<file path="src/hdl/tbdm_ram.sv">
// Generic single-write, single-read RAM with a registered read port (read-first).
// Stand-alone; no package needed.
`timescale 1ns / 1ps
module tbdm_ram #(
	parameter int WIDTH = 8,
	parameter int DEPTH = 256
) (
	input  logic                     clk,
	input  logic                     we,
	input  logic [$clog2(DEPTH)-1:0] waddr,
	input  logic [WIDTH-1:0]         wdata,
	input  logic                     re,
	input  logic [$clog2(DEPTH)-1:0] raddr,
	output logic [WIDTH-1:0]         rdata
);

	logic [WIDTH-1:0] mem_q [DEPTH];

	always_ff @(posedge clk) begin
		if (we) begin
			mem_q[waddr] <= wdata;
		end
		if (re) begin
			rdata <= mem_q[raddr];
		end
	end

endmodule

</file>
<file path="config.mk">
export PLATFORM = sky130hd
export DESIGN_NAME = tbdm_ram
export DESIGN_NICKNAME = d
export VERILOG_FILES = /design/src/hdl/tbdm_ram.sv
export SDC_FILE = /design/constraint.sdc
export NUM_CORES = 2
export LEC_CHECK = 0
export ABC_AREA = 1
export BUFFER_PORTS_ARGS = -buffer_cell sky130_fd_sc_hd__buf_2
export CORE_AREA = 4 4 462 464
export CTS_CLUSTER_SIZE = 30
export DETAILED_ROUTE_END_ITERATION = 6
export DIE_AREA = 0 0 466 468
export PLACE_DENSITY = 0.67
export SLEW_MARGIN = 20
export SYNTH_ARGS = -nofsm -noshare
export SYNTH_HDL_FRONTEND = slang
export SYNTH_SLANG_ARGS = --single-unit
</file>
<file path="constraint.sdc">
create_clock -name clk -period 1.5 [get_ports clk]
set_input_delay 0.15 -clock clk [delete_from_list [all_inputs] [get_ports clk]]
set_output_delay 0.15 -clock clk [all_outputs]
set_load 0.02 [all_outputs]
</file>
**Word-level counts from Yosys, hierarchy flattened**

Memories as Yosys holds them, arrays and structs flattened. A register that Yosys moved wholly into a read port is not among the register bits.
Index checks and enable logic that the tools add are counted.

- Bits in writable memories: 2,048
- Flip-flop bits (word level): 0
- Output and inout port bits: 8
- Logic and storage cells: 3
- Memories kept: 1

Memories:

| memory | words | bits a word | rd ports | clocked after memory_dff | wr ports | RTL line | text |
|---|---|---|---|---|---|---|---|
| mem_q | 256 | 8 | 1 | 1 | 1 | 17 | `logic [WIDTH-1:0] mem_q [DEPTH];` |

- Muxes and demuxes: 2

Operator list:

| kind | number |
|---|---|
| $mux W1 | 2 |

**Longest topological paths before layout**

- Depth in word-level cells: 2
- Mapped depth: 15
- Mapped depth without buffers: 11

**Worst setup path after synthesis**

Ideal clock, no wire load.

- Kind: input to register
- Start: input port we
- End: memory mem_q[162][0] (enable)
- Data arrival time: 1.271 ns
- Required time: 1.130 ns
- Path slack: -0.141 ns
- Library setup time: 0.370 ns
- Stages: 4
- Path through: clkbuf_1 nand3_1 clkbuf_1 nor2_1

- Word-level cells in the longest chain between the ends: 2

RTL lines:

| element | RTL line | text |
|---|---|---|
| start, declared | 9 | `input logic we,` |
| $mux W1 | 20 | `if (we) begin` |
| $mux W1 (not written as such) | 21 | `mem_q[waddr] <= wdata;` |
| end, declared | 17 |  |

No other way between the ends.

**Worst setup path in the final report**

- Start: register rdata[3] (read register of mem_q)
- End: output port rdata[3]

RTL lines:

| element | RTL line | text |
|---|---|---|
| start, declared | 14 | `output logic [WIDTH-1:0] rdata` |

No word-level cell between the ends.

==> impl_metrics.toml <==
[grt]
grt_pass1_wl_um = 352000
grt_pass1_vias = 55400
grt_max_degree = 79
antenna_found_initial = 13
grt_usage = 0.212
grt_overflow = 0

[setup_path]
crit_path_end_kind = "output pin"
cp-start-kind = "flip-flop"
slowest_stage = "edfxtp_1"
worstPathCellList = "buf_6"
worst_ep_required_time_ns = 1.35
path_buf_inv = 1
critical_path_arrival_ns = 1.58
critical_path_depth = 1
ff2ff_path_depth = 10
critPathMaxFanout = 1
max_stage_delay_ns = 0.54
crit_family = "flip-flops"
setup.worst_path.class = "flip-flop to output pin"

[route]
drt-pass1-iter-count = 6
vias_per_cell = 5.51
drtIter0Drc = 7202
drtAntennaViolNets = 0
route.detailed.drc = 0
vias = 57600
drt-total-wl_um = 237000
avgRoutedWirePerCell_um = 22.7

[synth]
syn_area_per_cell_um2 = 11.9
synth_seq_area_share = 0.740
syn_area_um2 = 83500
syn_inst = 7003
yosysWarnings = 0
synth_common_cells = "nand2_1, edfxtp_1, nand3_1, nor2_1, buf_2"
ys.flop_type = "edfxtp_1"
synth_top_family_by_area = "simple AND/OR/NAND/NOR gates"
netlist.area_leader.share = 0.740
synthMuxAreaShare = 0
synth.most_common_cell = "nand2_1"
synth_top_area_cell = "edfxtp_1"
ys_types = 13
synth_xor_area_frac = 0
synth_edf_count = 2056
synth_compound_area_frac = 0
synth_fa_ha_area_frac = 0
synth.area.top_cells = "edfxtp_1, nand3_1, nand2_1, buf_2, nor2_1"
syn_nets = 7030
synthSimpleGateAreaFrac = 0.229
async_flop_share = 0
synth_seq_cells = 2056

[timing]
worstMarginPinSlew_ns = 0.615
relSlewSlack = 0.590
clock_skew_ns = 0.0373
finalSetupViolCount = 16
finalMaxSlewViolations = 0
setup_ws_ns = -0.234
fmax_mhz = 577
timing.final.crit_share = 1.16
timing.final.hold_violations = 0
rsz0062_at_grt = "yes"
finalSetupTns_ns = -1.87
min_period_ns = 1.73

[clock_network]
tritoncts = "yes"
clock_latency_ns = 0.84
numCtsBuffers = 197
clockBufferDepth = 3
cts.sinks = 2056
clkTransAtPathRegs_ns = 0.06
cts_setup_buffers = 0
cts-root-buf = "clkbuf_16"
htreeDepth = 4

[floorplanning]
chipHeight_um = 468
start_util = 0.399
row_count = 168
fp.coreArea_um2 = 209000
die_w_um = 466
dieArea_um2 = 218000
pin_count = 35

[job]
cap_violations = 0

[run_status]
status = "complete, but fails checks"
violations = "setup timing"

[finish]
fillers = 17500
area_delta_synth_final_pct = 23.2
stdcell_count = 10500
final_area_um2 = 103000
nets = 7503
drive_above_1_share = 0.214

[power_and_ir_drop]
finalPower_uw = 122000
peakVddDrop_uv = 1320
power_density_nw_per_um2 = 1190
total_leakage_power_uw = 0.0365

[place]
portBuffers = 34
dp_cells = 10100
gp_congestion = 0.899
hpwl_um = 147000
dp_slack_ns = -1.18
placed_area_um2 = 92900

[hold_path]
hold_path_class = "primary input to flip-flop"
hold_path_depth = 5
[placed cells by master, fill, tap and decap left out, types with 11 or more instances in the layout]
cell,Yosys,layout
buf_12,0,193
buf_2,268,14
buf_4,46,519
buf_8,1,11
bufinv_16,0,19
clkbuf_1,112,47
clkbuf_16,0,200
clkinv_1,0,39
clkinv_2,0,40
edfxtp_1,2056,2056
inv_1,36,34
nand2_1,2123,2088
nand2_2,0,26
nand3_1,2019,1512
nand3_2,0,398
nand3_4,0,109
nor2_1,283,219
nor2_2,0,54
[per-stage QoR]
stage,utilization,hold slack (ns)
floorplan,-,0.249
global placement,0.444,0.483
detailed placement,0.444,0.484
CTS,0.482,0.0488
global route,0.492,0.114
finish,0.492,0.105
[worst paths after layout]
kind	from	endpoint	slack, ns
min reg2reg	mem_q[210][7]$_DFFE_PP_	rdata[7]$_DFFE_PP_	1.07
min	we	mem_q[183][1]$_DFFE_PP_	0.11
max reg2reg	mem_q[138][4]$_DFFE_PP_	rdata[4]$_DFFE_PP_	-0.20
max	rdata[3]$_DFFE_PP_	rdata[3]	-0.23
[tightest hold or removal path, stage by stage]
cell	delay [ns]
buf_2	0.11
buf_12	0.15
nand2_1	0.11
nor2_1	0.05
buf_4	0.18
[repair_timing]
| action | in CTS | in global routing |
|---|---|---|
| hold buffers | 10 | 0 |
| setup endpoints to repair | 16 | 16 |
| cloned | 0 | 0 |
| endpoints found under the hold margin | 2034 | 0 |
| gates resized for setup | 298 | 374 |
| pin swaps | 77 | 182 |
[sequential cells by signal, summed over array words and instances, names as in the netlist]
name	flops
rdata	8
mem_q	2048
[kinds of logic (layout without fill, tap and decap cells)]
logic type	after synthesis	in the layout
AND/OR/NAND/NOR	4425	4425
flip-flops	2056	2056
buffers and inverters	522	1160
other	0	4
[metal layers]
layer | up-vias | global-route usage | part of all wire
met1 | 28400 | 0.287 | 0.39
met3 | 504 | 0.0344 | 0.088
met2 | 2840 | 0.340 | 0.48
met4 | 4 | 0.0907 | 0.042
li1 | 25900 | - | -
met5 | - | 0 | 0.00012
[final cells by class]
cell class,count,area (um2),share of cell area
tap,2805,3510,0.0341
clock buffer,247,5180,0.0504
timing repair buffer,757,8220,0.0799
clock inverter,117,1190,0.0116
antenna,4,10.0,0.0000973
sequential,2056,61700,0.600
multi-input combinational,4425,22800,0.222
inverter,39,180,0.00175
[report_power, final]
group | switching (uW) | leakage [uW] | internal (uW) | total [uW]
Combinational | 6430 | 0.0150 | 2950 | 9380
Clock | 21300 | 0.00311 | 27800 | 49100
Sequential | 65.6 | 0.0185 | 63300 | 63400
Total | 27800 | 0.0365 | 94100 | 122000
Power figures use the tool's default switching activity.
